===== src/apq_pkg.sv =====
// Shared types and codes for the array priority queue.
// Opcodes, result status codes, controller states and the command/status
// bundles between the controller and the datapath. No dependencies.
package apq_pkg;

  localparam int ELEM_W  = 32;
  localparam int PRIO_W  = 16;
  localparam int OP_W    = 2;
  localparam int STAT_W  = 2;
  localparam int COUNT_W = 4;
  localparam int TDATA_W = 56;

  typedef enum logic [OP_W-1:0] {
    OP_INSERT = 2'd0,
    OP_PEEK   = 2'd1,
    OP_DELETE = 2'd2
  } opcode_t;

  typedef enum logic [STAT_W-1:0] {
    ST_OK    = 2'd0,
    ST_FULL  = 2'd1,
    ST_EMPTY = 2'd2
  } status_t;

  typedef enum logic [2:0] {
    S_IDLE,
    S_DECODE,
    S_SCAN,
    S_SHIFT,
    S_FINISH
  } state_t;

  // Controller to datapath.
  typedef struct packed {
    logic load;        // latch the request
    logic scan_init;   // rewind read pointer for the max search
    logic shift_init;  // point read pointer just past the found entry
    logic rd_issue;    // read entry at the read pointer
    logic scan_cmp;    // compare returning read data against the best
    logic shift_wr;    // write returning read data one place down
    logic ins;         // append the request and bump the fill count
    logic fill_dec;    // drop one entry from the fill count
    logic res_load;    // load the output register
  } apq_cmd_t;

  // Datapath to controller.
  typedef struct packed {
    logic [OP_W-1:0] op;
    logic            full;
    logic            empty;
    logic            rp_done;   // read pointer reached the fill count
    logic            dv;        // read data returning this cycle
    logic            out_free;  // output register can take a result
  } apq_stat_t;

endpackage


===== src/apq_ctrl.sv =====
// Sequencing state machine for the array priority queue.
// Drives apq_cmd_t into the datapath and watches apq_stat_t; uses apq_pkg.
module apq_ctrl
  import apq_pkg::*;
(
  input  logic      clk,
  input  logic      rst,
  input  logic      s_valid,
  output logic      s_ready,
  input  apq_stat_t stat,
  output apq_cmd_t  cmd
);

  state_t state;
  state_t state_next;

  always_ff @(posedge clk) begin
    if (rst) begin
      state <= S_IDLE;
    end else begin
      state <= state_next;
    end
  end

  always_comb begin
    state_next = state;
    cmd        = '0;
    s_ready    = 1'b0;
    case (state)
      S_IDLE: begin
        s_ready = 1'b1;
        if (s_valid) begin
          cmd.load   = 1'b1;
          state_next = S_DECODE;
        end
      end
      S_DECODE: begin
        if ((stat.op == OP_PEEK || stat.op == OP_DELETE) && !stat.empty) begin
          cmd.scan_init = 1'b1;
          state_next    = S_SCAN;
        end else begin
          state_next = S_FINISH;
        end
      end
      S_SCAN: begin
        cmd.rd_issue = !stat.rp_done;
        cmd.scan_cmp = 1'b1;
        if (stat.rp_done && !stat.dv) begin
          if (stat.op == OP_DELETE) begin
            cmd.shift_init = 1'b1;
            state_next     = S_SHIFT;
          end else begin
            state_next = S_FINISH;
          end
        end
      end
      S_SHIFT: begin
        cmd.rd_issue = !stat.rp_done;
        cmd.shift_wr = 1'b1;
        if (stat.rp_done && !stat.dv) begin
          state_next = S_FINISH;
        end
      end
      S_FINISH: begin
        // hold until the previous result has been taken
        if (stat.out_free) begin
          cmd.res_load = 1'b1;
          cmd.ins      = (stat.op == OP_INSERT) && !stat.full;
          cmd.fill_dec = (stat.op == OP_DELETE) && !stat.empty;
          state_next   = S_IDLE;
        end
      end
      default: begin
        state_next = S_IDLE;
      end
    endcase
  end

  assert property (@(posedge clk) disable iff (rst)
    cmd.res_load |-> stat.out_free)
    else $error("result loaded while output register busy");

  assert property (@(posedge clk) disable iff (rst)
    (state == S_SCAN && stat.rp_done && !stat.dv && stat.op == OP_DELETE) |=>
      state == S_SHIFT)
    else $error("delete did not enter shift phase");

  assert property (@(posedge clk) disable iff (rst)
    cmd.load |=> state == S_DECODE)
    else $error("accepted item not decoded");

endmodule


===== src/apq_dp.sv =====
// Datapath of the array priority queue: entry memories, fill count, read
// pointer, running maximum and output register. Uses apq_pkg.
module apq_dp
  import apq_pkg::*;
#(
  parameter int CAPACITY = 8
) (
  input  logic                clk,
  input  logic                rst,
  input  apq_cmd_t            cmd,
  output apq_stat_t           stat,
  input  logic [OP_W-1:0]     req_op,
  input  logic [ELEM_W-1:0]   req_elem,
  input  logic [PRIO_W-1:0]   req_prio,
  input  logic                out_ready,
  output logic                out_valid,
  output logic [STAT_W-1:0]   out_status,
  output logic [ELEM_W-1:0]   out_elem,
  output logic [PRIO_W-1:0]   out_prio,
  output logic [COUNT_W-1:0]  out_count
);

  localparam int AW = $clog2(CAPACITY);
  localparam int CW = $clog2(CAPACITY + 1);

  logic [ELEM_W-1:0] elem_mem [CAPACITY];
  logic [PRIO_W-1:0] prio_mem [CAPACITY];

  logic [OP_W-1:0]   op_q;
  logic [ELEM_W-1:0] elem_q;
  logic [PRIO_W-1:0] prio_q;

  logic [CW-1:0]     fill;
  logic [CW-1:0]     fill_next;
  logic [CW-1:0]     rp;
  logic              dv;
  logic [AW-1:0]     rd_addr_q;
  logic [ELEM_W-1:0] rd_elem;
  logic [PRIO_W-1:0] rd_prio;

  logic [AW-1:0]     best_idx;
  logic [ELEM_W-1:0] best_elem;
  logic [PRIO_W-1:0] best_prio;

  logic              full;
  logic              empty;
  logic              is_take;
  logic              mem_we;
  logic [AW-1:0]     wr_addr;
  logic [ELEM_W-1:0] wr_elem;
  logic [PRIO_W-1:0] wr_prio;
  status_t           res_status;

  assign full    = (fill == CW'(CAPACITY));
  assign empty   = (fill == '0);
  assign is_take = (op_q == OP_PEEK) || (op_q == OP_DELETE);

  assign stat.op       = op_q;
  assign stat.full     = full;
  assign stat.empty    = empty;
  assign stat.rp_done  = (rp == fill);
  assign stat.dv       = dv;
  assign stat.out_free = !out_valid || out_ready;

  always_ff @(posedge clk) begin
    if (cmd.load) begin
      op_q   <= req_op;
      elem_q <= req_elem;
      prio_q <= req_prio;
    end
  end

  always_comb begin
    fill_next = fill;
    if (cmd.ins) begin
      fill_next = fill + CW'(1);
    end else if (cmd.fill_dec) begin
      fill_next = fill - CW'(1);
    end
  end

  always_ff @(posedge clk) begin
    if (rst) begin
      fill <= '0;
      dv   <= 1'b0;
    end else begin
      fill <= fill_next;
      dv   <= cmd.rd_issue;
    end
  end

  always_ff @(posedge clk) begin
    if (cmd.scan_init) begin
      rp <= '0;
    end else if (cmd.shift_init) begin
      rp <= CW'(best_idx) + CW'(1);
    end else if (cmd.rd_issue) begin
      rp <= rp + CW'(1);
    end
  end

  // Write port: append on insert, move one place down while shifting.
  always_comb begin
    mem_we  = 1'b0;
    wr_addr = fill[AW-1:0];
    wr_elem = elem_q;
    wr_prio = prio_q;
    if (cmd.ins) begin
      mem_we = 1'b1;
    end else if (cmd.shift_wr && dv) begin
      mem_we  = 1'b1;
      wr_addr = rd_addr_q - AW'(1);
      wr_elem = rd_elem;
      wr_prio = rd_prio;
    end
  end

  always_ff @(posedge clk) begin
    if (mem_we) begin
      elem_mem[wr_addr] <= wr_elem;
      prio_mem[wr_addr] <= wr_prio;
    end
  end

  always_ff @(posedge clk) begin
    if (cmd.rd_issue) begin
      rd_elem   <= elem_mem[rp[AW-1:0]];
      rd_prio   <= prio_mem[rp[AW-1:0]];
      rd_addr_q <= rp[AW-1:0];
    end
  end

  // Strict compare keeps the earliest entry on ties.
  always_ff @(posedge clk) begin
    if (cmd.scan_cmp && dv) begin
      if (rd_addr_q == '0 || rd_prio > best_prio) begin
        best_idx  <= rd_addr_q;
        best_elem <= rd_elem;
        best_prio <= rd_prio;
      end
    end
  end

  always_comb begin
    res_status = ST_OK;
    if (op_q == OP_INSERT && full) begin
      res_status = ST_FULL;
    end else if (is_take && empty) begin
      res_status = ST_EMPTY;
    end
  end

  always_ff @(posedge clk) begin
    if (rst) begin
      out_valid <= 1'b0;
    end else if (cmd.res_load) begin
      out_valid <= 1'b1;
    end else if (out_ready) begin
      out_valid <= 1'b0;
    end
  end

  always_ff @(posedge clk) begin
    if (cmd.res_load) begin
      out_status <= res_status;
      out_elem   <= (op_q == OP_DELETE && !empty) ? best_elem : '0;
      out_prio   <= (is_take && !empty) ? best_prio : '0;
      out_count  <= COUNT_W'(fill_next);
    end
  end

  assert property (@(posedge clk) disable iff (rst)
    fill <= CW'(CAPACITY))
    else $error("fill count above capacity");

  assert property (@(posedge clk) disable iff (rst)
    (cmd.shift_wr && dv) |-> (rd_addr_q != '0 && CW'(rd_addr_q) < fill))
    else $error("shift write outside held entries");

  assert property (@(posedge clk) disable iff (rst)
    !(cmd.ins || cmd.fill_dec) |=> $stable(fill))
    else $error("fill count changed without a command");

endmodule


===== src/array_priority_queue.sv =====
// Array priority queue: unsorted array held in arrival order, served by
// priority. Insert, and peek or delete on an empty queue, skip the search;
// peek runs a max search over the N entries held and delete adds a shift of
// the later entries, both through the single read port that they share. One
// item at a time: the next item is taken as its result shows. Synchronous
// reset empties the queue.
module array_priority_queue
  import apq_pkg::*;
#(
  parameter int CAPACITY = 8
) (
  input  logic               clk,
  input  logic               rst,
  input  logic               s_axis_tvalid,
  output logic               s_axis_tready,
  // [1:0] opcode, [33:2] element_value, [49:34] priority_req, [55:50] zero
  input  logic [TDATA_W-1:0] s_axis_tdata,
  output logic               m_axis_tvalid,
  input  logic               m_axis_tready,
  // [1:0] status, [33:2] element_out, [49:34] priority_out, [53:50] count,
  // [55:54] zero
  output logic [TDATA_W-1:0] m_axis_tdata
);

  apq_cmd_t            cmd;
  apq_stat_t           stat;
  logic [STAT_W-1:0]   out_status;
  logic [ELEM_W-1:0]   out_elem;
  logic [PRIO_W-1:0]   out_prio;
  logic [COUNT_W-1:0]  out_count;

  apq_ctrl u_ctrl (
    .clk     (clk),
    .rst     (rst),
    .s_valid (s_axis_tvalid),
    .s_ready (s_axis_tready),
    .stat    (stat),
    .cmd     (cmd)
  );

  apq_dp #(
    .CAPACITY (CAPACITY)
  ) u_dp (
    .clk        (clk),
    .rst        (rst),
    .cmd        (cmd),
    .stat       (stat),
    .req_op     (s_axis_tdata[1:0]),
    .req_elem   (s_axis_tdata[33:2]),
    .req_prio   (s_axis_tdata[49:34]),
    .out_ready  (m_axis_tready),
    .out_valid  (m_axis_tvalid),
    .out_status (out_status),
    .out_elem   (out_elem),
    .out_prio   (out_prio),
    .out_count  (out_count)
  );

  assign m_axis_tdata = {2'b00, out_count, out_prio, out_elem, out_status};

endmodule

===== config.mk =====
export PLATFORM = sky130hd
export DESIGN_NAME = array_priority_queue
export DESIGN_NICKNAME = d
export VERILOG_FILES = /design/src/apq_pkg.sv /design/src/apq_ctrl.sv /design/src/apq_dp.sv /design/src/array_priority_queue.sv
export SDC_FILE = /design/constraint.sdc
export NUM_CORES = 1
export LEC_CHECK = 0
export ABC_CLOCK_PERIOD_IN_PS = 6800
export BUFFER_PORTS_ARGS = -buffer_cell sky130_fd_sc_hd__buf_2
export CORE_MARGIN = 5
export CORE_UTILIZATION = 37
export CTS_BUF_LIST = sky130_fd_sc_hd__clkbuf_2 sky130_fd_sc_hd__clkbuf_4 sky130_fd_sc_hd__clkbuf_8
export DETAILED_ROUTE_END_ITERATION = 12
export PLACE_DENSITY = 0.59
export SLEW_MARGIN = 20
export SYNTH_ARGS = -nofsm -noshare
export SYNTH_HDL_FRONTEND = slang
export SYNTH_SLANG_ARGS = --single-unit

===== constraint.sdc =====
create_clock -name clk -period 6.8 [get_ports clk]
set_clock_uncertainty 0.15 [all_clocks]
set_input_delay 1.02 -clock clk [delete_from_list [all_inputs] [get_ports clk]]
set_output_delay 1.02 -clock clk [all_outputs]
set_load 0.03 [all_outputs]

# Word level (Yosys, flattened, before mapping)
# Memory sizes are Yosys's and may differ from the RTL's. A register that Yosys moved wholly into a read port is not among the register bits.
# Cells that the tools add are included.
# op_classes
addsub	5
n_reduce_logical	25
n_mux	37
order_cmp	1
n_eq_ne	12
# ops
operator	n
two-way mux 32 bit	2
two-way mux 16 bit	2
two-way mux 3 bit	10
two-way mux 1 bit	17
greater-than comparator 16 bit	1
two-way mux 4 bit	4
one-hot mux 3 bit (5 select lines)	1
adder 4 x 1 -> 4 bit (second input constant)	2
logical AND 1 bit	8
== test 3 x 2 -> 1 bit (second input constant)	2
zero test 3 bit	2
zero test 1 bit	5
adder 3 x 1 -> 4 bit (second input constant)	1
== test 4 bit	1
== test 4 bit (second input constant)	1
zero test 4 bit	1
inequality test 2 x 1 -> 1 bit (second input constant)	2
inequality test 2 bit (second input constant)	2
AND reduction 4 bit	1
nonzero test 2 bit	2
subtractor 4 x 1 -> 4 bit (second input constant)	1
== test 3 x 1 -> 1 bit (second input constant)	1
== test 3 bit (second input constant)	1
logical OR 1 bit	3
7 further kinds	7
# word_totals
out_inout_bits	58
reg_bits	171
in_bits	60
n_memories	2
word_cells	98
ramBits	384
# mem_list
name	words	width	read_ports	rd_clocked_by_memory_dff	wr	line_no	text
u_dp.elem_mem	8	32	1	1	1	apq_dp.sv:26	logic [ELEM_W-1:0] elem_mem [CAPACITY];
u_dp.prio_mem	8	16	1	1	1	apq_dp.sv:27	logic [PRIO_W-1:0] prio_mem [CAPACITY];

# Depth between registers and ports, before layout
# Gate-level depths: netlist of run 1.
# logic_depth
depth_word	8
ltp_mapped	9
ltp_nobuf	9

# Modules after synthesis
# Synthesis of run 1 repeated with hierarchy kept, for this count alone.
# hier_totals
cells_unflattened	1170
area_unflattened_um2	23410.0
# by_module_without_submodules
module	cells_each	area_per_inst_um2	seq_area_each_um2	instances
apq_dp	1127	23090.9	17917.2	1
apq_ctrl	40	300.3	60.1	1
array_priority_queue	3	18.8	0.0	1

# Least setup slack after synthesis of run 1
# No wires, ideal clock.
# synth_path
path_type	input-to-reg
start	input m_axis_tready
end	memory u_dp.elem_mem[7][0], enable pin
required_ps	6137
setup_ps	513
cell_stages	5
arrival_ps	4832
n_path_buf	0
path_slack_ps	1305
cell_sequence	nand2b_1 > nand2_1 > nor2_1 > a21oi_1 > nor3_1
# synth_via
elab_chain_cells	6
elab_cells_between_ends	7
cone_classes	6 x mux; 1 x reduce/logical
# synth_rtl
element	line_no	text
start, declared	array_priority_queue.sv:19	input logic m_axis_tready,
logical OR 1 bit *	apq_dp.sv:63	assign stat.out_free = !out_valid || out_ready;
two-way mux 3 bit *	apq_ctrl.sv:66	if (stat.out_free) begin
two-way mux 3 bit *	apq_ctrl.sv:29	case (state)
two-way mux 1 bit	apq_dp.sv:108	if (cmd.ins) begin
two-way mux 1 bit	apq_dp.sv:119	if (mem_we) begin
two-way mux 1 bit (not written as such)	apq_dp.sv:120	elem_mem[wr_addr] <= wr_elem;
end, declared	apq_dp.sv:26	
# Mark *: on every way between the ends. The rest lies on a longest branch, timed or not.

# Final worst setup path of run 1
# layout_path
start	register u_ctrl.state[0]
end	memory u_dp.elem_mem[3][23], enable pin
# layout_via
elab_chain_cells	7
elab_cells_between_ends	11
cone_classes	2 x eq/ne; 8 x mux; 1 x reduce/logical
# layout_rtl
element	line_no	text
start, declared	apq_ctrl.sv:14	state_t state;
start signal, assigned	apq_ctrl.sv:21	state <= state_next;
== test 3 x 2 -> 1 bit	apq_ctrl.sv:29	
two-way mux 1 bit	apq_ctrl.sv:29	
logical AND 1 bit	apq_dp.sv:110	end else if (cmd.shift_wr && dv) begin
two-way mux 1 bit	apq_dp.sv:110	
two-way mux 1 bit	apq_dp.sv:108	
two-way mux 1 bit	apq_dp.sv:119	
two-way mux 1 bit (not written as such)	apq_dp.sv:120	
# Parallel ways exist; a longest one is shown, timed or not.

==> impl_metrics.tcl, run 1 <==
set metrics [dict create \
    status "complete, no violations" \
    cts_tree "yes" \
    powerDensity_nw_per_um2 318 \
    slew_headroom_pct 31.3 \
    cts_buffers 99 \
    initial_core_util_pct 37.3 \
    grt_antenna_before_repair 0 \
    p_leak_nw 8.86 \
    yosysTopAreaCell "edfxtp_1" \
    p_clk_share_pct 36.6 \
    fin_area_um2 26500 \
    drv_slew 0 \
    h-tree-depth 3 \
    die_height_um 259 \
    synth-edff-count 590 \
    postRouteAntennaNets 0 \
    fp-row-count 91 \
    grt_pass1_vias 11580 \
    postCtsSetupBuffers 0 \
    synth_cells 1073 \
    synth_top_area_share_pct 77.2 \
    vias_per_cell 4.98 \
    synth_compound_area_share_pct 1.20 \
    synthMuxAreaShare_pct 14.2 \
    seq_power_share_pct 51.6 \
    first_pass_iters 6 \
    r2r_slack_ns 2.76 \
    pwr-share-comb_pct 11.8 \
    syn_avg_cell_area_um2 21.4 \
    finalSetupViolations 0 \
    start_kind "flip-flop" \
    worstMarginPinSlew_ns 1.03 \
    globalplace.congestion 0.720 \
    synthArstFlopShare_pct 0 \
    r2r_cells 7 \
    synth-xor-area-share_pct 0.420 \
    crit_fanout 28 \
    synth.ff_latch_count 603 \
    rsz0062_at_grt "no" \
    intPower_w 0.00645 \
    routed-via-count 10798 \
    ctsLongestPathBuffers 3 \
    overflow 0 \
    die_w_um 259 \
    switchingPower_w 0.00197 \
    period_needed_ns 4.04 \
    report.final.hold_viol_count 0 \
    nFillCells 5333 \
    max-cap-violations 0 \
    ys_seq_area_share_pct 78.3 \
    cts-root-buf "clkbuf_8" \
    routed_wirelength_mm 48.6 \
    required_ns 6.94 \
    yosysUniqueCellTypes 47 \
    synth-adder-area-share_pct 1.25 \
    cts_resized 0 \
    drt_iter0_drc 830 \
    cp-end-kind "flip-flop" \
    min_period_over_period_pct 59.4 \
    ios 118 \
    synth_area_leaders "edfxtp_1, mux4_2, mux2_2, and3_1, ha_1" \
    area_growth_pct 15.4 \
    die_area_um2 67100 \
    path_clk_slew_ns 0.06 \
    synth_top_family_by_area "multiplexers" \
    placed_area_um2 24600 \
    min_path_cells 0 \
    synth-simple-area-share_pct 3.19 \
    crit_arrival_ns 4.18 \
    synthTopCellsByCount "edfxtp_1, mux2_2, mux4_2" \
    synth.most_common_cell "edfxtp_1" \
    final_nets 1341 \
    grt_pass1_wl_mm 72.7 \
    clk-insertion-delay-late_ns 0.67 \
    grt_max_degree 65 \
    swShare_pct 23.4 \
    portBuffers 109 \
    fin_setup_tns_ns 0 \
    wire_per_inst_um 22.4 \
    antenna_cells 0 \
    critPathKind "reg -> reg" \
    drive_above_1_share_pct 37.4 \
    dp_hpwl_mm 26.4 \
    vdd.ir_drop.worst_mv 0.141 \
    drc 0 \
    max_freq_ghz 0.247 \
    synthesis.area_um2 23000 \
    hp-class "reg -> reg" \
    core_um2 61600 \
    cts.sinks 603 \
    grt_usage_pct 14.4 \
    ys.flop_type "edfxtp_1" \
    yosysWarnings 0 \
    hold_buffers 0 \
]
[sequential cells by signal, indices dropped and copies added (netlist names), 3 cells and up]
name and cells:
u_dp.rp 4, u_dp.rd_addr_q 3, u_dp.out_prio 16, u_dp.fill 4, u_dp.best_prio 16, u_dp.best_idx 3, u_dp.prio_mem 128, u_dp.out_count 4
u_ctrl.state 3, u_dp.rd_prio 16, u_dp.best_elem 32, u_dp.rd_elem 32, u_dp.elem_q 32, u_dp.prio_q 16, u_dp.out_elem 32, u_dp.elem_mem 256
[power groups by stage]
stage	clock (W)	combinational, W	sequential [W]
2_1_floorplan	0	0.000799	0.00439
3_3_place_gp	0	0.000994	0.00443
3_5_place_dp	0	0.00101	0.00443
4_1_cts	0.00319	0.00102	0.00436
5_1_grt	0.00336	0.00108	0.00436
6_report	0.00308	0.000991	0.00435
[cell families after synthesis]
| family | count (synthesis) |
|---|---|
| other | 1 |
| buffers and inverters | 76 |
| AND/OR/NAND/NOR | 123 |
| flip-flops | 603 |
| XOR/XNOR | 11 |
| multiplexers | 193 |
| AO/OA/AOI/OAI | 43 |
| adder cells (fa/ha/maj) | 23 |
[placed cells by master, fill, tap and decap left out, drive strengths merged, types with 3 or more instances in the layout]
cell type / synthesis / final
mux2: 97 / 97
nor3b: 4 / 4
nor2b: 8 / 8
nand2b: 3 / 3
nand3: 4 / 4
a21oi: 18 / 18
edfxtp: 590 / 590
nor2: 14 / 14
inv: 28 / 28
nand4: 3 / 3
bufinv: 0 / 3
clkinv: 0 / 30
xnor2: 9 / 9
nand2: 12 / 12
and3: 51 / 51
nor3: 8 / 8
buf: 24 / 131
dfxtp: 13 / 13
ha: 23 / 23
and4: 3 / 3
mux4: 96 / 96
o21ai: 10 / 10
clkbuf: 24 / 139
o21bai: 3 / 3
[worst max-delay path, stage by stage, from the launching register on]
cell and delay, ns:
dfxtp_1 0.49, nand4b_1 0.47, buf_6 0.33, buf_4 0.28, o21ai_0 0.45, nand2_1 0.24, nor2_4 0.63, buf_4 0.56
[through the flow]
stage,utilization [%],hold WS (ns),setup WS [ns],cells,power [W]
floorplan,-,0.253,1.30,1074,0.00519
global placement,39.9,0.277,2.20,1993,0.00543
detailed placement,39.9,0.280,2.67,1994,0.00544
CTS,43.0,0.289,2.64,2167,0.00856
global route,43.0,0.300,2.46,2167,0.00880
finish,43.0,0.286,2.76,2167,0.00842
[per-layer routing]
layer / vias to the layer above / GRT usage (%) / wire [µm] / part of all wire [%]
met5: - / 0 / 0 / 0
met4: 0 / 4.44 / 933 / 1.9
met3: 69 / 3.06 / 2500 / 5.1
met2: 293 / 23.0 / 23300 / 48
met1: 5679 / 20.0 / 21900 / 45
li1: 4757 / - / - / -
[final timing paths]
path,from,end
worst max-delay path,u_ctrl.state[0],u_dp.elem_mem[3][23]
worst min-delay path,u_dp.rd_elem[30],u_dp.best_elem[30]
worst max register to register,u_ctrl.state[0],u_dp.elem_mem[3][23]
worst min register to register,u_dp.rd_elem[30],u_dp.best_elem[30]
[layout make-up]
type	count	area (µm²)	share of cell area, %
Inverter	28	106	0.401
Clock inverter	34	225	0.850
Timing Repair Buffer	131	714	2.70
Sequential cell	603	18000	67.9
Multi-Input combinational cell	395	4730	17.9
Clock buffer	139	1690	6.37
Tap cell	837	1050	3.95
(Power assumes the default switching activity.)
==> inputs of run 2 (changes only) <==
- ABC_CLOCK_PERIOD_IN_PS: 6800 -> 4100
- clock period: 6.8 -> 4.1 ns (I/O delays scaled with it)
==> impl_metrics.tcl, run 2 (synthesis gave the netlist of run 1 again) <==
set metrics [dict create \
    dp_hpwl_mm 25.9 \
    vias_per_cell 4.90 \
    max-cap-violations 0 \
    max_freq_ghz 0.302 \
    rsz0062_at_grt "no" \
    critPathKind "reg -> reg" \
    dp_slack_ns 0.741 \
    postRouteAntennaNets 0 \
    ctsLongestPathBuffers 3 \
    drc 0 \
    path_clk_slew_ns 0.06 \
    min_period_over_period_pct 80.8 \
    worstMarginPinSlew_ns 1.10 \
    ios 118 \
    slew_headroom_pct 25.7 \
    hp-class "in -> reg" \
    fp-row-count 91 \
    initial_core_util_pct 37.3 \
    grt_antenna_before_repair 3 \
    cp-end-kind "flip-flop" \
    grt_max_degree 101 \
    reg_top3 "u_dp.elem_mem: 256 flops, u_dp.prio_mem: 128 flops" \
    largest_reg_flops 256 \
    p_leak_nw 9.11 \
    utilization_pct 44.0 \
    layout_setup_ws_ns 0.788 \
    final_nets 1393 \
    vdd.ir_drop.worst_mv 0.389 \
    powerDensity_nw_per_um2 517 \
    routed_wirelength_mm 48.9 \
    finalSetupViolations 0 \
    most-common-layout-cells "edfxtp_1, buf_2, clkbuf_8" \
    die_height_um 259 \
    report.final.hold_viol_count 0 \
    final_common_cell "edfxtp_1" \
    overflow 0 \
    grt_usage_pct 14.6 \
    core_um2 61600 \
    portBuffers 109 \
    regMostFlops "u_dp.elem_mem" \
    drt_iter0_drc 1003 \
    drive_above_1_share_pct 36.1 \
    die_w_um 259 \
    cts_resized 0 \
    status "complete, no violations" \
    drv_slew 0 \
    grt_pass1_wl_mm 73.5 \
    die_area_um2 67100 \
    required_ns 4.24 \
    cts_buffers 99 \
    area_growth_pct 18.1 \
    wire_per_inst_um 22.0 \
    cts.sinks 603 \
    grt_pass1_vias 11805 \
    globalplace.congestion 0.706 \
    crit_arrival_ns 3.45 \
    h-tree-depth 3 \
    period_needed_ns 3.31 \
    fin_hold_ws_ns 0.103 \
    routed-via-count 10869 \
    start_kind "flip-flop" \
    first_pass_iters 4 \
    cts_tree "yes" \
    clk-insertion-delay-late_ns 0.68 \
    crit_fanout 35 \
    cts-root-buf "clkbuf_8" \
]
run 2: cell types whose count changed in the layout (fill, tap and decap cells not counted), sizes merged:
cell and change:
bufinv +1, buf +2, dlygate4sd3 +50, clkbuf -4, diode +1, inv +1, clkinvlp +1
run 2: final timing paths:
check	slack, ns	cells past startpoint	from	end
worst min register to register	0.30	0	u_dp.rd_elem[3]	u_dp.best_elem[3]
worst max-delay path	0.79	6	u_ctrl.state[2]	u_dp.prio_mem[0][12]
worst min-delay path	0.10	2	rst	u_ctrl.state[1]
worst max register to register	0.79	6	u_ctrl.state[2]	u_dp.prio_mem[0][12]
run 2: repair_timing:
action,CTS,global route
setup buffers,0,0
endpoints found under the hold margin,50,0
hold buffers,50,0
setup endpoints to repair,0,0
run 2: per-layer routing:
metal  vias up  wire length [µm]  global-route usage (%)  part of all wire (%)
met5         -                 0                       0                     0
met4         0               864                    4.60                   1.8
met3        63              2610                    3.30                   5.3
met2       255             24000                    23.9                    49
met1      5686             21300                    19.5                    44
li1       4865                 -                       -                     -
run 2: area by class of cell:
cell class,count,area [µm²]
fillers,5336,34500
flip-flops and latches,603,18000
multi-input cells,395,4750
clock buffers,135,1650
repair buffers,183,1300
well taps,837,1050
clock inverters,37,274
inverters,28,106
diodes,1,2.50
run 2: through the flow:
step	std cells	setup TNS, ns	total power, W	area, µm²
2_1_floorplan	1074	-105.75	0.00860	23000
3_3_place_gp	1996	0	0.00901	24700
3_5_place_dp	1996	0	0.00903	24700
4_1_cts	2218	0	0.0143	27100
5_1_grt	2218	0	0.0147	27100
6_report	2219	0	0.0140	27100
run 2: power by group:
part           leakage (nW)  internal, W  switching [W]  total (W)
clock network          1.02      0.00285        0.00228    0.00513
logic                  2.61     0.000877       0.000899    0.00178
registers              5.48      0.00705      0.0000778    0.00712
total                  9.11       0.0108        0.00326     0.0140
run 2: critical path, cell delays in order, from the launching register on:
cell and delay, ns:
dfxtp_1 0.45, nand4b_1 0.33, buf_4 0.46, o21a_1 0.27, nand2_1 0.17, nor2_4 0.44
buf_4 0.62
